File: config.mk
export PLATFORM = sky130hd
export DESIGN_NAME = triangle_tile_binner_unit
export DESIGN_NICKNAME = d
export VERILOG_FILES = /design/src/rtl/ttb_pkg.sv /design/src/rtl/ttb_fifo.sv /design/src/rtl/ttb_front.sv /design/src/rtl/ttb_back.sv /design/src/rtl/triangle_tile_binner_unit.sv
export SDC_FILE = /design/constraint.sdc
export NUM_CORES = 2
export LEC_CHECK = 0
export BUFFER_PORTS_ARGS = -buffer_cell sky130_fd_sc_hd__buf_2
export CAP_MARGIN = 20
export CELL_PAD_IN_SITES_DETAIL_PLACEMENT = 0
export CELL_PAD_IN_SITES_GLOBAL_PLACEMENT = 1
export CORE_ASPECT_RATIO = 1.75
export CORE_MARGIN = 3
export CORE_UTILIZATION = 35
export CTS_CLUSTER_SIZE = 12
export DETAILED_ROUTE_END_ITERATION = 6
export PLACE_DENSITY = 0.6
export SYNTH_ARGS = -nofsm -noshare
export SYNTH_HDL_FRONTEND = slang
export SYNTH_SLANG_ARGS = --single-unit
File: constraint.sdc
create_clock -name clk -period 64.9 [get_ports clk]
set_clock_uncertainty 0.2 [all_clocks]
set_input_delay 6.49 -clock clk [delete_from_list [all_inputs] [get_ports clk]]
set_output_delay 6.49 -clock clk [all_outputs]
set_load 0.05 [all_outputs]
File: src/rtl/ttb_pkg.sv
// ----------------------------------------------------------------------------
// ttb_pkg
// Shared types and constants of the triangle tile binner: request and result
// items, configuration view, setup record passed from the front to the back.
// ----------------------------------------------------------------------------
package ttb_pkg;

    localparam int EW  = 40;  // edge function width
    localparam int DW  = 17;  // edge delta width
    localparam int CW  = 3;   // tile coordinate width
    localparam int TNW = 6;   // tile number width
    localparam int FNW = 10;  // face number width
    localparam int NE  = 3;   // edges per triangle

    localparam logic [1:0] REG_WINDING_CULL = 2'd0;
    localparam logic [1:0] REG_TILES_ACROSS = 2'd1;
    localparam logic [1:0] REG_TILES_DOWN   = 2'd2;

    localparam logic [1:0] CULL_CW  = 2'd1;
    localparam logic [1:0] CULL_CCW = 2'd2;

    localparam logic CMD_BIN       = 1'b0;
    localparam logic CMD_NEW_BATCH = 1'b1;

    typedef struct packed {
        logic               cmd;
        logic signed [15:0] v0_x;
        logic signed [15:0] v0_y;
        logic signed [15:0] v1_x;
        logic signed [15:0] v1_y;
        logic signed [15:0] v2_x;
        logic signed [15:0] v2_y;
    } triangle_t;

    typedef struct packed {
        logic [TNW-1:0] tile_number;
        logic [FNW-1:0] face_number;
        logic           fully_covered;
        logic           first_in_tile;
        logic           last;
    } tile_t;

    // tile counts already saturated into range
    typedef struct packed {
        logic [1:0] winding_cull;
        logic [3:0] tiles_across;
        logic [3:0] tiles_down;
    } cfg_t;

    typedef struct packed {
        logic                   cmd;
        logic [FNW-1:0]         face;
        logic [CW-1:0]          tx0;
        logic [CW-1:0]          tx1;
        logic [CW-1:0]          ty0;
        logic [CW-1:0]          ty1;
        logic                   no_test;
        logic [NE-1:0][EW-1:0]  r0;
        logic [NE-1:0][DW-1:0]  dx;
        logic [NE-1:0][DW-1:0]  dy;
    } setup_t;

endpackage

File: src/rtl/ttb_fifo.sv
// ----------------------------------------------------------------------------
// ttb_fifo
// Small register queue with push/full and pop/empty sides.
// ----------------------------------------------------------------------------
module ttb_fifo #(
    parameter type item_t = logic,
    parameter int  DEPTH  = 2
) (
    input  logic  clk,
    input  logic  rst_n,
    input  logic  push,
    output logic  full,
    input  item_t data_in,
    input  logic  pop,
    output logic  empty,
    output item_t data_out
);

    localparam int PW  = $clog2(DEPTH);
    localparam int CNW = $clog2(DEPTH + 1);

    item_t          mem_reg [DEPTH];
    logic [PW-1:0]  wr_ptr_reg;
    logic [PW-1:0]  rd_ptr_reg;
    logic [CNW-1:0] count_reg;
    logic           do_push;
    logic           do_pop;

    assign full     = (count_reg == CNW'(DEPTH));
    assign empty    = (count_reg == '0);
    assign do_push  = push && !full;
    assign do_pop   = pop && !empty;
    assign data_out = mem_reg[rd_ptr_reg];

    always_ff @(posedge clk or negedge rst_n)
    begin
        if (!rst_n)
        begin
            wr_ptr_reg <= '0;
            rd_ptr_reg <= '0;
            count_reg  <= '0;
        end
        else
        begin
            if (do_push)
            begin
                wr_ptr_reg <= (wr_ptr_reg == PW'(DEPTH - 1)) ? '0 : wr_ptr_reg + 1'b1;
            end
            if (do_pop)
            begin
                rd_ptr_reg <= (rd_ptr_reg == PW'(DEPTH - 1)) ? '0 : rd_ptr_reg + 1'b1;
            end
            if (do_push && !do_pop)
            begin
                count_reg <= count_reg + 1'b1;
            end
            else if (do_pop && !do_push)
            begin
                count_reg <= count_reg - 1'b1;
            end
        end
    end

    always_ff @(posedge clk)
    begin
        if (do_push)
        begin
            mem_reg[wr_ptr_reg] <= data_in;
        end
    end

endmodule

File: src/rtl/ttb_front.sv
// ----------------------------------------------------------------------------
// ttb_front
// Triangle setup: area and culling, winding fix, face numbering, clamped tile
// box and edge values at the box origin, through one shared multiplier.
// ----------------------------------------------------------------------------
module ttb_front #(
    parameter int TILE_SHIFT = 5,
    parameter int MAX_FACES  = 1024
) (
    input  logic               clk,
    input  logic               rst_n,
    input  logic               push,
    output logic               full,
    input  ttb_pkg::triangle_t triangle,
    input  ttb_pkg::cfg_t      cfg,
    output logic               q_push,
    input  logic               q_full,
    output ttb_pkg::setup_t    q_item
);

    import ttb_pkg::*;

    localparam int SH  = TILE_SHIFT + 4;
    localparam int FCW = $clog2(MAX_FACES);
    localparam int PW  = 2 * DW + 1;

    typedef enum logic [2:0] {
        F_IDLE,
        F_AREA_A,
        F_AREA_B,
        F_SETUP,
        F_EDGE,
        F_PUSH
    } fstate_t;

    fstate_t                state_reg;
    logic                   cmd_reg;
    logic signed [15:0]     x0_reg, y0_reg, x1_reg, y1_reg, x2_reg, y2_reg;
    logic signed [PW-1:0]   prod_reg;
    logic [FCW-1:0]         count_reg;
    logic [FNW-1:0]         face_reg;
    logic signed [DW-1:0]   dx_reg [NE];
    logic signed [DW-1:0]   dy_reg [NE];
    logic [NE-1:0]          bias_reg;
    logic [CW-1:0]          tx0_reg, tx1_reg, ty0_reg, ty1_reg;
    logic                   no_test_reg;
    logic [2:0]             step_reg;
    logic signed [EW-1:0]   acc_reg;
    logic signed [EW-1:0]   r0_reg [NE];

    logic [1:0]             eidx;
    logic signed [15:0]     vx, vy;
    logic signed [DW:0]     xa0, ya0;
    logic signed [DW-1:0]   mop_a;
    logic signed [DW:0]     mop_b;
    logic signed [PW-1:0]   mul_p;
    logic signed [PW:0]     area;
    logic                   culled;
    logic signed [DW-1:0]   dxv [NE];
    logic signed [DW-1:0]   dyv [NE];
    logic signed [15:0]     mnx, mxx, mny, mxy;
    logic signed [15:0]     tmnx, tmxx, tmny, tmxy;
    logic signed [15:0]     ta_m1, td_m1;
    logic signed [15:0]     tx0c, tx1c, ty0c, ty1c;
    logic                   box_empty;
    logic                   no_test;

    function automatic logic signed [15:0] min3(input logic signed [15:0] a,
                                                input logic signed [15:0] b,
                                                input logic signed [15:0] c);
        logic signed [15:0] m;
        m = (a < b) ? a : b;
        return (c < m) ? c : m;
    endfunction

    function automatic logic signed [15:0] max3(input logic signed [15:0] a,
                                                input logic signed [15:0] b,
                                                input logic signed [15:0] c);
        logic signed [15:0] m;
        m = (a > b) ? a : b;
        return (c > m) ? c : m;
    endfunction

    assign full = (state_reg != F_IDLE);

    // edge origin vertex and box origin
    assign eidx = step_reg[2:1];
    always_comb
    begin
        case (eidx)
            2'd1:    begin vx = x1_reg; vy = y1_reg; end
            2'd2:    begin vx = x2_reg; vy = y2_reg; end
            default: begin vx = x0_reg; vy = y0_reg; end
        endcase
    end
    assign xa0 = $signed((DW + 1)'(tx0_reg) << SH);
    assign ya0 = $signed((DW + 1)'(ty0_reg) << SH);

    // shared multiplier
    always_comb
    begin
        unique case (state_reg)
            F_AREA_A:
            begin
                mop_a = DW'(x2_reg) - DW'(x0_reg);
                mop_b = (DW + 1)'(y2_reg) - (DW + 1)'(y1_reg);
            end
            F_AREA_B:
            begin
                mop_a = DW'(y2_reg) - DW'(y0_reg);
                mop_b = (DW + 1)'(x2_reg) - (DW + 1)'(x1_reg);
            end
            F_EDGE:
            begin
                if (step_reg[0])
                begin
                    mop_a = dx_reg[eidx];
                    mop_b = (DW + 1)'(vy) - ya0;
                end
                else
                begin
                    mop_a = dy_reg[eidx];
                    mop_b = (DW + 1)'(vx) - xa0;
                end
            end
            default:
            begin
                mop_a = '0;
                mop_b = '0;
            end
        endcase
    end
    assign mul_p = mop_a * mop_b;

    assign area   = (PW + 1)'(prod_reg) - (PW + 1)'(mul_p);
    assign culled = ((cfg.winding_cull == CULL_CCW) && (area > 0))
                 || ((cfg.winding_cull == CULL_CW) && (area < 0));

    // edge deltas and tile box
    always_comb
    begin
        dxv[0] = DW'(x0_reg) - DW'(x1_reg);
        dxv[1] = DW'(x1_reg) - DW'(x2_reg);
        dxv[2] = DW'(x2_reg) - DW'(x0_reg);
        dyv[0] = DW'(y0_reg) - DW'(y1_reg);
        dyv[1] = DW'(y1_reg) - DW'(y2_reg);
        dyv[2] = DW'(y2_reg) - DW'(y0_reg);
    end

    assign mnx  = min3(x0_reg, x1_reg, x2_reg);
    assign mxx  = max3(x0_reg, x1_reg, x2_reg);
    assign mny  = min3(y0_reg, y1_reg, y2_reg);
    assign mxy  = max3(y0_reg, y1_reg, y2_reg);
    assign tmnx = mnx >>> SH;
    assign tmxx = mxx >>> SH;
    assign tmny = mny >>> SH;
    assign tmxy = mxy >>> SH;
    assign ta_m1 = $signed(16'(cfg.tiles_across)) - 16'sd1;
    assign td_m1 = $signed(16'(cfg.tiles_down)) - 16'sd1;
    assign tx0c = (tmnx < 16'sd0) ? 16'sd0 : tmnx;
    assign tx1c = (tmxx > ta_m1) ? ta_m1 : tmxx;
    assign ty0c = (tmny < 16'sd0) ? 16'sd0 : tmny;
    assign ty1c = (tmxy > td_m1) ? td_m1 : tmxy;
    assign box_empty = (tx0c > tx1c) || (ty0c > ty1c);
    assign no_test   = ((tx1c - tx0c) <= 16'sd2) || ((ty1c - ty0c) <= 16'sd2);

    assign q_push = (state_reg == F_PUSH) && !q_full;

    always_comb
    begin
        q_item.cmd     = cmd_reg;
        q_item.face    = face_reg;
        q_item.tx0     = tx0_reg;
        q_item.tx1     = tx1_reg;
        q_item.ty0     = ty0_reg;
        q_item.ty1     = ty1_reg;
        q_item.no_test = no_test_reg;
        for (int e = 0; e < NE; e++)
        begin
            q_item.r0[e] = r0_reg[e];
            q_item.dx[e] = dx_reg[e];
            q_item.dy[e] = dy_reg[e];
        end
    end

    always_ff @(posedge clk or negedge rst_n)
    begin
        if (!rst_n)
        begin
            state_reg <= F_IDLE;
            count_reg <= '0;
            cmd_reg   <= CMD_BIN;
        end
        else
        begin
            unique case (state_reg)
                F_IDLE:
                begin
                    if (push)
                    begin
                        cmd_reg <= triangle.cmd;
                        if (triangle.cmd == CMD_NEW_BATCH)
                        begin
                            count_reg <= '0;
                            state_reg <= F_PUSH;
                        end
                        else
                        begin
                            x0_reg    <= triangle.v0_x;
                            y0_reg    <= triangle.v0_y;
                            x1_reg    <= triangle.v1_x;
                            y1_reg    <= triangle.v1_y;
                            x2_reg    <= triangle.v2_x;
                            y2_reg    <= triangle.v2_y;
                            state_reg <= F_AREA_A;
                        end
                    end
                end
                F_AREA_A:
                begin
                    prod_reg  <= mul_p;
                    state_reg <= F_AREA_B;
                end
                F_AREA_B:
                begin
                    if (culled)
                    begin
                        state_reg <= F_IDLE;
                    end
                    else
                    begin
                        // counterclockwise gets v1 and v2 swapped
                        if (area > 0)
                        begin
                            x1_reg <= x2_reg;
                            y1_reg <= y2_reg;
                            x2_reg <= x1_reg;
                            y2_reg <= y1_reg;
                        end
                        face_reg  <= FNW'(count_reg);
                        count_reg <= (count_reg == FCW'(MAX_FACES - 1)) ? '0
                                                                        : count_reg + 1'b1;
                        state_reg <= F_SETUP;
                    end
                end
                F_SETUP:
                begin
                    for (int e = 0; e < NE; e++)
                    begin
                        dx_reg[e]   <= dxv[e];
                        dy_reg[e]   <= dyv[e];
                        bias_reg[e] <= (dyv[e] < 0) || ((dyv[e] == 0) && (dxv[e] > 0));
                    end
                    tx0_reg     <= CW'(tx0c);
                    tx1_reg     <= CW'(tx1c);
                    ty0_reg     <= CW'(ty0c);
                    ty1_reg     <= CW'(ty1c);
                    no_test_reg <= no_test;
                    step_reg    <= '0;
                    state_reg   <= box_empty ? F_IDLE : F_EDGE;
                end
                F_EDGE:
                begin
                    if (step_reg[0])
                    begin
                        r0_reg[eidx] <= acc_reg - EW'(mul_p);
                    end
                    else
                    begin
                        acc_reg <= EW'(mul_p) + EW'(bias_reg[eidx]);
                    end
                    step_reg <= step_reg + 1'b1;
                    if (step_reg == 3'd5)
                    begin
                        state_reg <= F_PUSH;
                    end
                end
                F_PUSH:
                begin
                    if (!q_full)
                    begin
                        state_reg <= F_IDLE;
                    end
                end
                default:
                begin
                    state_reg <= F_IDLE;
                end
            endcase
        end
    end

endmodule

File: src/rtl/ttb_back.sv
// ----------------------------------------------------------------------------
// ttb_back
// Tile walk: steps the edge values across the clamped box one tile per cycle
// while the output does not stall, runs the corner test, tracks first touches
// and holds one result back so the final one of a triangle carries the last
// flag.
module ttb_back #(
    parameter int TILE_SHIFT = 5
) (
    input  logic            clk,
    input  logic            rst_n,
    input  logic            q_empty,
    output logic            q_pop,
    input  ttb_pkg::setup_t q_item,
    input  ttb_pkg::cfg_t   cfg,
    output logic            o_push,
    input  logic            o_full,
    output ttb_pkg::tile_t  o_item
);

    import ttb_pkg::*;

    localparam int SH = TILE_SHIFT + 4;

    typedef enum logic [1:0] {
        B_IDLE,
        B_WALK,
        B_DONE
    } bstate_t;

    bstate_t                state_reg;
    logic [FNW-1:0]         face_reg;
    logic [CW-1:0]          tx0_reg, tx1_reg, ty1_reg;
    logic [CW-1:0]          x_reg, y_reg;
    logic [TNW-1:0]         base_reg;
    logic                   no_test_reg;
    logic signed [EW-1:0]   v_reg   [NE];
    logic signed [EW-1:0]   r_reg   [NE];
    logic signed [EW-1:0]   dxs_reg [NE];
    logic signed [EW-1:0]   dys_reg [NE];
    logic signed [EW-1:0]   dxm_reg [NE];
    logic signed [EW-1:0]   dym_reg [NE];
    logic signed [EW-1:0]   dd_reg  [NE];
    logic [2**TNW-1:0]      touched_reg;
    logic                   pend_valid_reg;
    tile_t                  pend_reg;

    logic signed [EW-1:0]   ld_dxs [NE];
    logic signed [EW-1:0]   ld_dys [NE];
    logic signed [EW-1:0]   ld_dxm [NE];
    logic signed [EW-1:0]   ld_dym [NE];
    logic [3:0]             mask [NE];
    logic                   any_out;
    logic                   all_in;
    logic                   emit;
    logic                   at_end;
    logic                   stall;
    logic [TNW-1:0]         tile_sel;
    tile_t                  new_item;

    // step terms: one tile span and span minus one pixel step
    always_comb
    begin
        for (int e = 0; e < NE; e++)
        begin
            ld_dxs[e] = EW'($signed(q_item.dx[e])) <<< SH;
            ld_dys[e] = EW'($signed(q_item.dy[e])) <<< SH;
            ld_dxm[e] = ld_dxs[e] - EW'($signed(q_item.dx[e]));
            ld_dym[e] = ld_dys[e] - EW'($signed(q_item.dy[e]));
        end
    end

    // four-corner test
    always_comb
    begin
        any_out = 1'b0;
        all_in  = 1'b1;
        for (int e = 0; e < NE; e++)
        begin
            mask[e][0] = (v_reg[e] > 0);
            mask[e][1] = ((v_reg[e] - dym_reg[e]) > 0);
            mask[e][2] = ((v_reg[e] + dxm_reg[e]) > 0);
            mask[e][3] = ((v_reg[e] + dd_reg[e]) > 0);
            any_out = any_out || (mask[e] == 4'h0);
            all_in  = all_in && (mask[e] == 4'hF);
        end
    end

    assign emit     = no_test_reg || !any_out;
    assign tile_sel = base_reg + TNW'(x_reg);
    assign at_end   = (x_reg == tx1_reg) && (y_reg == ty1_reg);
    assign stall    = emit && pend_valid_reg && o_full;

    always_comb
    begin
        new_item.tile_number   = tile_sel;
        new_item.face_number   = face_reg;
        new_item.fully_covered = !no_test_reg && all_in;
        new_item.first_in_tile = !touched_reg[tile_sel];
        new_item.last          = 1'b0;
    end

    assign q_pop  = (state_reg == B_IDLE) && !q_empty;
    assign o_push = pend_valid_reg && !o_full
                 && (((state_reg == B_WALK) && emit) || (state_reg == B_DONE));

    always_comb
    begin
        o_item      = pend_reg;
        o_item.last = (state_reg == B_DONE);
    end

    always_ff @(posedge clk or negedge rst_n)
    begin
        if (!rst_n)
        begin
            state_reg      <= B_IDLE;
            touched_reg    <= '0;
            pend_valid_reg <= 1'b0;
        end
        else
        begin
            unique case (state_reg)
                B_IDLE:
                begin
                    if (!q_empty)
                    begin
                        if (q_item.cmd == CMD_NEW_BATCH)
                        begin
                            touched_reg <= '0;
                        end
                        else
                        begin
                            face_reg    <= q_item.face;
                            tx0_reg     <= q_item.tx0;
                            tx1_reg     <= q_item.tx1;
                            ty1_reg     <= q_item.ty1;
                            x_reg       <= q_item.tx0;
                            y_reg       <= q_item.ty0;
                            base_reg    <= TNW'(q_item.ty0) * TNW'(cfg.tiles_across);
                            no_test_reg <= q_item.no_test;
                            for (int e = 0; e < NE; e++)
                            begin
                                v_reg[e]   <= $signed(q_item.r0[e]);
                                r_reg[e]   <= $signed(q_item.r0[e]);
                                dxs_reg[e] <= ld_dxs[e];
                                dys_reg[e] <= ld_dys[e];
                                dxm_reg[e] <= ld_dxm[e];
                                dym_reg[e] <= ld_dym[e];
                                dd_reg[e]  <= ld_dxm[e] - ld_dym[e];
                            end
                            state_reg <= B_WALK;
                        end
                    end
                end
                B_WALK:
                begin
                    if (!stall)
                    begin
                        if (emit)
                        begin
                            pend_reg              <= new_item;
                            pend_valid_reg        <= 1'b1;
                            touched_reg[tile_sel] <= 1'b1;
                        end
                        if (at_end)
                        begin
                            state_reg <= B_DONE;
                        end
                        else if (x_reg == tx1_reg)
                        begin
                            x_reg    <= tx0_reg;
                            y_reg    <= y_reg + 1'b1;
                            base_reg <= base_reg + TNW'(cfg.tiles_across);
                            for (int e = 0; e < NE; e++)
                            begin
                                r_reg[e] <= r_reg[e] + dxs_reg[e];
                                v_reg[e] <= r_reg[e] + dxs_reg[e];
                            end
                        end
                        else
                        begin
                            x_reg <= x_reg + 1'b1;
                            for (int e = 0; e < NE; e++)
                            begin
                                v_reg[e] <= v_reg[e] - dys_reg[e];
                            end
                        end
                    end
                end
                B_DONE:
                begin
                    if (!pend_valid_reg)
                    begin
                        state_reg <= B_IDLE;
                    end
                    else if (!o_full)
                    begin
                        pend_valid_reg <= 1'b0;
                        state_reg      <= B_IDLE;
                    end
                end
                default:
                begin
                    state_reg <= B_IDLE;
                end
            endcase
        end
    end

    a_walk_in_box: assert property (@(posedge clk) disable iff (!rst_n)
        state_reg == B_WALK |-> x_reg >= tx0_reg && x_reg <= tx1_reg && y_reg <= ty1_reg)
        else $error("tile walk left the box");

    a_batch_clear: assert property (@(posedge clk) disable iff (!rst_n)
        q_pop && q_item.cmd == CMD_NEW_BATCH |=> touched_reg == '0)
        else $error("new batch did not clear tile marks");

    a_done_drains: assert property (@(posedge clk) disable iff (!rst_n)
        state_reg == B_DONE && !o_full |=> state_reg == B_IDLE && !pend_valid_reg)
        else $error("held result not flushed at end of triangle");

endmodule

File: src/rtl/triangle_tile_binner_unit.sv
// ----------------------------------------------------------------------------
// triangle_tile_binner_unit
// Bins screen triangles into tiles: culling, setup and a tile walk with a
// four-corner test, joined by a short setup queue and a result queue.
// ----------------------------------------------------------------------------
// a binned triangle holds the input through area, setup, edge and push states,
// a culled one through area states, an off-screen one through area and setup
// states, a new-batch request through the push state, longer while the setup
// queue is full; the walk spends one cycle per tile of the clamped box plus
// output stalls; a triangle's final result leaves once the result queue has room
// rst_n clears face counter, tile marks and queues at once and loads defaults
module triangle_tile_binner_unit #(
    parameter int TILE_SHIFT       = 5,
    parameter int MAX_TILES_ACROSS = 8,
    parameter int MAX_TILES_DOWN   = 8,
    parameter int MAX_FACES        = 1024
) (
    input  logic               clk,
    input  logic               rst_n,
    input  logic               wr_en,
    input  logic [1:0]         wr_index,
    input  logic [3:0]         wr_data,
    input  logic               push,
    output logic               full,
    input  ttb_pkg::triangle_t triangle,
    output logic               empty,
    input  logic               pop,
    output ttb_pkg::tile_t     tile
);

    import ttb_pkg::*;

    logic [1:0] winding_cull_reg;
    logic [3:0] tiles_across_reg;
    logic [3:0] tiles_down_reg;
    cfg_t       cfg;
    logic       front_busy;
    logic       sq_push, sq_full, sq_pop, sq_empty;
    setup_t     sq_in, sq_out;
    logic       rq_push, rq_full;
    tile_t      rq_in;

    always_ff @(posedge clk or negedge rst_n)
    begin
        if (!rst_n)
        begin
            winding_cull_reg <= 2'd0;
            tiles_across_reg <= 4'd8;
            tiles_down_reg   <= 4'd8;
        end
        else if (wr_en)
        begin
            unique case (wr_index)
                REG_WINDING_CULL: winding_cull_reg <= wr_data[1:0];
                REG_TILES_ACROSS: tiles_across_reg <= wr_data;
                REG_TILES_DOWN:   tiles_down_reg   <= wr_data;
                default:          ;
            endcase
        end
    end

    // tile counts saturate into 1..max
    always_comb
    begin
        cfg.winding_cull = winding_cull_reg;
        if (tiles_across_reg == 4'd0)
            cfg.tiles_across = 4'd1;
        else if (tiles_across_reg > 4'(MAX_TILES_ACROSS))
            cfg.tiles_across = 4'(MAX_TILES_ACROSS);
        else
            cfg.tiles_across = tiles_across_reg;
        if (tiles_down_reg == 4'd0)
            cfg.tiles_down = 4'd1;
        else if (tiles_down_reg > 4'(MAX_TILES_DOWN))
            cfg.tiles_down = 4'(MAX_TILES_DOWN);
        else
            cfg.tiles_down = tiles_down_reg;
    end

    assign full = front_busy;

    ttb_front #(
        .TILE_SHIFT (TILE_SHIFT),
        .MAX_FACES  (MAX_FACES)
    ) u_front (
        .clk      (clk),
        .rst_n    (rst_n),
        .push     (push),
        .full     (front_busy),
        .triangle (triangle),
        .cfg      (cfg),
        .q_push   (sq_push),
        .q_full   (sq_full),
        .q_item   (sq_in)
    );

    ttb_fifo #(
        .item_t (setup_t),
        .DEPTH  (2)
    ) u_setup_q (
        .clk      (clk),
        .rst_n    (rst_n),
        .push     (sq_push),
        .full     (sq_full),
        .data_in  (sq_in),
        .pop      (sq_pop),
        .empty    (sq_empty),
        .data_out (sq_out)
    );

    ttb_back #(
        .TILE_SHIFT (TILE_SHIFT)
    ) u_back (
        .clk     (clk),
        .rst_n   (rst_n),
        .q_empty (sq_empty),
        .q_pop   (sq_pop),
        .q_item  (sq_out),
        .cfg     (cfg),
        .o_push  (rq_push),
        .o_full  (rq_full),
        .o_item  (rq_in)
    );

    ttb_fifo #(
        .item_t (tile_t),
        .DEPTH  (2)
    ) u_result_q (
        .clk      (clk),
        .rst_n    (rst_n),
        .push     (rq_push),
        .full     (rq_full),
        .data_in  (rq_in),
        .pop      (pop),
        .empty    (empty),
        .data_out (tile)
    );

endmodule
==> Word level (Yosys, flattened, before mapping) <==
Memory sizes are Yosys's and may differ from the RTL's. A register that Yosys moved wholly into a read port is not among the register bits.
Cells that the tools add are included.
Widths: inputs -> output; s select.
{ "word_totals": {"memories": 12, "ramBits": 1538, "word_cells": 436, "inputBits": 108, "ff_bits": 349} }
{ "op_classes": {"mul": 2, "magnitude_cmp": 41, "reduce_logical": 91, "n_bitwise": 16, "n_eq_ne": 38, "muxes": 138, "n_addsub": 55} }
{ "mem_list": {"columns": ["memory", "words", "word_bits", "read_ports", "rd_ports_with_merged_regs", "wr", "line_no", "rtl"], "rows": [
  ["u_setup_q.mem_reg", 2, 246, 1, 0, 1, "ttb_fifo.sv:22", "item_t mem_reg [DEPTH];"],
  ["u_back.dd_reg", 3, 40, 3, 0, 3, "ttb_back.sv:43", "logic signed [EW-1:0] dd_reg [NE];"],
  ["u_back.dxm_reg", 3, 40, 3, 0, 3, "ttb_back.sv:41", "logic signed [EW-1:0] dxm_reg [NE];"],
  ["u_back.dym_reg", 3, 40, 3, 0, 3, "ttb_back.sv:42", "logic signed [EW-1:0] dym_reg [NE];"],
  ["u_back.r_reg", 3, 40, 3, 0, 3, "ttb_back.sv:38", "logic signed [EW-1:0] r_reg [NE];"],
  ["u_back.v_reg", 3, 40, 3, 0, 3, "ttb_back.sv:37", "logic signed [EW-1:0] v_reg [NE];"],
  ["6 more memories", null, null, null, null, null, null, null]
]} }
{ "ops": {"columns": ["cell", "count"], "rows": [
  ["$gt 40x1->1 const B", 12],
  ["$mux 16", 28],
  ["$add 40x40->40", 9],
  ["$mux 40", 9],
  ["$sub 40x40->40", 9],
  ["$mux 64", 4],
  ["$pmux 16 s2", 6],
  ["$sub 26x17->27", 6],
  ["$sub 16x16->17", 8],
  ["$pmux 64 s2", 1],
  ["$gt 16x16->1", 6],
  ["$logic_not 32->1", 3],
  ["$lt 16x16->1", 4],
  ["$or 64x64->64", 1],
  ["$pmux 18 s3", 1],
  ["$gt 17x1->1 const B", 3],
  ["$lt 17x1->1 const B", 3],
  ["$pmux 17 s3", 1],
  ["$mux 3", 15],
  ["$mux 10", 4],
  ["$sub 40x35->40", 1],
  ["$add 35x2->36", 1],
  ["$gt 36x1->1 const B", 1],
  ["$lt 36x1->1 const B", 1],
  ["62 further kinds", 244]
]} }

==> Longest topological paths before layout <==
An unclocked memory read counts as a cell.
{ "logic_depth": {"depth_word": 16, "mapped_depth": 66, "ltp_nobuf": 63} }

==> By module <==
A second synthesis with hierarchy kept.
{ "unflattened": {"hier_cells": 12699, "hier_area_um2": 128146.7} }
{ "modules_own_cells": {"columns": ["mod", "n_inst", "area_each_um2", "cells_each"], "rows": [
  ["ttb_back", 1, 66422.5, 7419],
  ["ttb_front", 1, 41675.0, 4385],
  ["ttb_fifo at u_setup_q", 1, 18034.8, 784],
  ["ttb_fifo at u_result_q", 1, 1566.5, 78],
  ["triangle_tile_binner_unit", 1, 447.9, 33]
]} }

==> Worst setup path after synthesis <==
Ideal clock, no wire load.
{ "synth_path": {"path_type": "register -> register", "from": "reg u_front.state_reg[1]", "to": "mem u_setup_q.mem_reg[0][0] (netlist bit), enable pin", "synth_period_minus_slack_ns": 25.592, "path_buffers": 2, "arrival_ns": 23.938, "setup_ns": 1.454, "slack_ns": 39.308, "stages_incl_launch_ff": 4, "cell_sequence": "dfrtp_1 > clkbuf_1 > buf_1 > nor4_1"} }
{ "synth_via": {"elab_chain_len": 5} }
{ "synth_lines": {"columns": ["item", "line_no", "rtl"], "rows": [
  ["start, declared", "ttb_front.sv:36", "fstate_t state_reg;"],
  ["start signal, assigned", "ttb_front.sv:260", "state_reg <= box_empty ? F_IDLE : F_EDGE;"],
  ["$eq 3x3->1", "ttb_front.sv:167", "assign q_push = (state_reg == F_PUSH) && !q_full;"],
  ["$logic_and 1x1->1", "ttb_front.sv:167", null],
  ["$logic_and 1x1->1", "ttb_fifo.sv:31", "assign do_push = push && !full;"],
  ["$mux 1", "ttb_fifo.sv:66", "if (do_push)"],
  ["$mux 1 (implied by the code)", "ttb_fifo.sv:68", "mem_reg[wr_ptr_reg] <= data_in;"],
  ["end, declared", "ttb_fifo.sv:22", null]
]} }
No other way between the ends.

==> Worst setup path after layout <==
{ "layout_path": {"from": "reg u_front.y2_reg[1]", "to": "reg u_front.face_reg[1], enable pin"} }
{ "layout_via": {"elab_chain_len": 11} }
{ "layout_lines": {"columns": ["item", "line_no", "rtl"], "rows": [
  ["start, declared", "ttb_front.sv:38", "logic signed [15:0] x0_reg, y0_reg, x1_reg, y1_reg, x2_reg, y2_reg;"],
  ["start signal, assigned", "ttb_front.sv:214", "y2_reg <= triangle.v2_y;"],
  ["start signal, assigned", "ttb_front.sv:238", "y2_reg <= y1_reg;"],
  ["$pmux 16 s2", "ttb_front.sv:90", "case (eidx)"],
  ["$sub 16x13->17", "ttb_front.sv:118", "mop_b = (DW + 1)'(vy) - ya0;"],
  ["$mux 18", "ttb_front.sv:115", "if (step_reg[0])"],
  ["$pmux 18 s3", "ttb_front.sv:102", "unique case (state_reg)"],
  ["$mul 17x18->35 (*)", "ttb_front.sv:133", "assign mul_p = mop_a * mop_b;"],
  ["$sub 35x35->36 (*)", "ttb_front.sv:135", "assign area = (PW + 1)'(prod_reg) - (PW + 1)'(mul_p);"],
  ["$gt 36x1->1 / $lt 36x1->1 (equally long branches)", "ttb_front.sv:136, ttb_front.sv:137", null],
  ["$logic_and 1x1->1, on equally long branches", "ttb_front.sv:136, ttb_front.sv:137", null],
  ["$logic_or 1x1->1 (*)", "ttb_front.sv:137", "|| ((cfg.winding_cull == CULL_CW) && (area < 0));"],
  ["$not 1->1 (no source line) (*)", null, null],
  ["$reduce_and 3->1 (no source line) (*)", null, null],
  ["end signal, assigned", "ttb_front.sv:240", "face_reg <= FNW'(count_reg);"],
  ["end, declared", "ttb_front.sv:41", "logic [FNW-1:0] face_reg;"]
]} }
Every way passes the cells marked *; elsewhere a longest branch is shown, timed or not.
A chain may end at the register's enable or synchronous reset.

==> results_dict.tcl <==
set metrics [dict create \
    status "completed" \
    grt_setup_unrepaired "no" \
    yosys-top-cells-count "edfxtp_1 (1616), inv_1 (1159), ha_1 (1104)" \
    worstPathArrival_ns 17.25 \
    antenna_left 0 \
    endpoint_kind "register" \
    min-delay-start "u_front.r0_reg[1][29]" \
    layout.nets 14010 \
    cp.depth 59 \
    cp-start-kind "register" \
    finalCriticalPeriod_ns 16.96 \
    rr_startpoint "u_front.y2_reg[1]" \
    synth_cell_type_count 117 \
    fillers 35164 \
    slew_viol_final 0 \
    drive_above_1_share_pct 7.20 \
    timing.rr.end "u_front.face_reg[1]" \
    place_congestion 0.972 \
    vias 96848 \
    ctsHoldBuffers 0 \
    post_dp_cell_area_um2 133000 \
    path_class "reg2reg" \
    cts.sinks 1717 \
    ios 129 \
    cp_slowest_stage_delay_ns 0.65 \
    ys_ff_latch 1717 \
    ys_warn_count 0 \
    num_rows 291 \
    finalSetupTns_ns 0 \
    port_buffers 128 \
    htree_levels 4 \
    track_usage_pct 25.1 \
    worstPathBufferInverterCount 5 \
    period_share_pct 26.1 \
    antenna_found_initial 41 \
    cts_made_buffers 188 \
    start_util_pct 35.2 \
    final_area_um2 139000 \
    worst-r2r-cell-count 59 \
    worstPathRequired_ns 65.19 \
    viasPerCell 5.61 \
    grt_pass1_wl_mm 679 \
    drv_cap 0 \
    cts_resized 0 \
    overflow 0 \
    area_growth_pct 10.0 \
    fmax_mhz 58.9 \
    hold_violations 0 \
    crit_family "compound AO/OA/AOI/OAI gates" \
    largest_reg_flops 492 \
    clockBufferDepth 4 \
    synthTopCellsByArea "edfxtp_1 (38%), ha_1 (11%), fa_1 (5.4%), inv_1 (3.4%), mux2i_1 (3.3%)" \
    final-setup-viol-count 0 \
    synth_area_per_cell_um2 10.3 \
    clk_latency_ns 0.93 \
    grt_max_degree 137 \
    routed_wl_mm 474 \
    dp_hpwl_mm 386 \
    die_y_um 801 \
    synth-seq-area-share_pct 40.4 \
    drtIter0Drc 6537 \
    synth_top_area_share_pct 38.4 \
    async_reset_ff_share_pct 5.77 \
    hold_slack_ns 0.210 \
    hold-path-cell-count 0 \
    synth_area_leader_cell "edfxtp_1" \
    core_um2 359000 \
    grt_pass1_vias 99859 \
    firstDrtPassIters 7 \
    die_area_um2 369000 \
    ys.flop_type "edfxtp_1" \
    synth_area_um2 126000 \
    fp.dieW_um 460 \
    max_slew.worst_pin.slew_ns 1.08 \
    postCtsSetupBuffers 0 \
    rrSetupSlack_ns 47.94 \
    wire_per_inst_um 27.4 \
    min_to "u_setup_q.mem_reg[0][171]" \
    cts_tree "done" \
    critPathMaxFanout 18 \
    slew_headroom_pct 26.3 \
    post-route-drc-count 0 \
    syn_inst 12280 \
    synth.most_common_cell "edfxtp_1" \
    synth-edff-count 1616 \
    root_buffer "clkbuf_16" \
    clk_pin_slew_worst_paths_ns 0.06 \
    worstHoldPathType "reg2reg" \
    worst_path_max_delay_cell "nor2_1" \
    cpMostUsedCell "o21ai_0" \
]
==> area by class of cell <==
class                   instances  area, um^2  area share, %
multi-input cells            9065       69900           50.3
flip-flops and latches       1717       51100           36.7
well taps                    4688        5870           4.22
clock buffers                 223        4870           3.50
inverters                    1163        4370           3.14
repair buffers                324        2170           1.56
clock inverters                65         776          0.558
diodes                         31        77.6         0.0558
==> cell families after synthesis <==
logic type | synth area share (%)
other cells | 0.00297
xor+xnor | 5.08
buf+inv | 4.55
flops | 40.4
simple gates | 12.8
compound gates | 15.5
mux | 5.34
fa+ha+maj | 16.4
==> how the worst max path moves through the flow <==
stage / slack, ns / from / to
2_1_floorplan: 39.31 / u_front.state_reg[1] / u_setup_q.mem_reg[0][0]
3_3_place_gp: 47.98 / u_front.y2_reg[1] / u_front.face_reg[0]
3_5_place_dp: 48.02 / u_front.y2_reg[1] / u_front.face_reg[2]
4_1_cts: 47.96 / u_front.y2_reg[1] / u_front.face_reg[1]
5_1_grt: 47.03 / u_front.y2_reg[1] / u_front.face_reg[1]
6_report: 47.94 / u_front.y2_reg[1] / u_front.face_reg[1]
==> layout by cell type (no fill, tap or decap), drive strengths merged, types with 69 or more instances in the layout <==
cell type and count:
o21ai 591, o21a 118, dfrtp 97, mux2i 417
xor2 279, nor3 290, nor2 901, a32o 69
fa 339, edfxtp 1616, nand2b 192, xnor2 455
and3 94, a21oi 707, nand2 874, a211oi 85
o211ai 85, o21bai 101, clkbuf 223, a31oi 97
mux2 189, nand3 229, a21o 326, nand4 106
inv 1170, buf 324, nor2b 193, ha 1104
nor4 100, or3 70, a21boi 79
==> worst reg2reg max path: cells and delay by family (launching register included) <==
family / cells / cell delay (ns)
AND/OR/NAND/NOR: 15 / 3.82
XOR/XNOR: 1 / 0.31
buffers and inverters: 5 / 0.59
flip-flops: 1 / 0.56
adder cells (fa/ha/maj): 9 / 3.98
AO/OA/AOI/OAI: 29 / 7.13
==> per-stage QoR <==
step	util [%]	worst slack, ns	instances
final	38.7	47.94	17276
after global routing	38.7	47.03	17261
after CTS	38.7	47.96	17238
after detailed placement	37.1	48.02	16950
after global placement	37.1	47.98	16940
after floorplan	-	39.31	12281
==> routing by layer <==
layer / wire length (um) / vias up / global-route usage [%]
li1: - / 45346 / -
met1: 162000 / 47613 / 24.7
met4: 48400 / 6 / 21.1
met5: 46 / - / 0
met2: 247000 / 2682 / 46.6
met3: 16800 / 1201 / 2.85
Power is left out: the tool's default activity adds up to more than one toggle a clock period on the data nets, which glitch-free logic cannot reach.
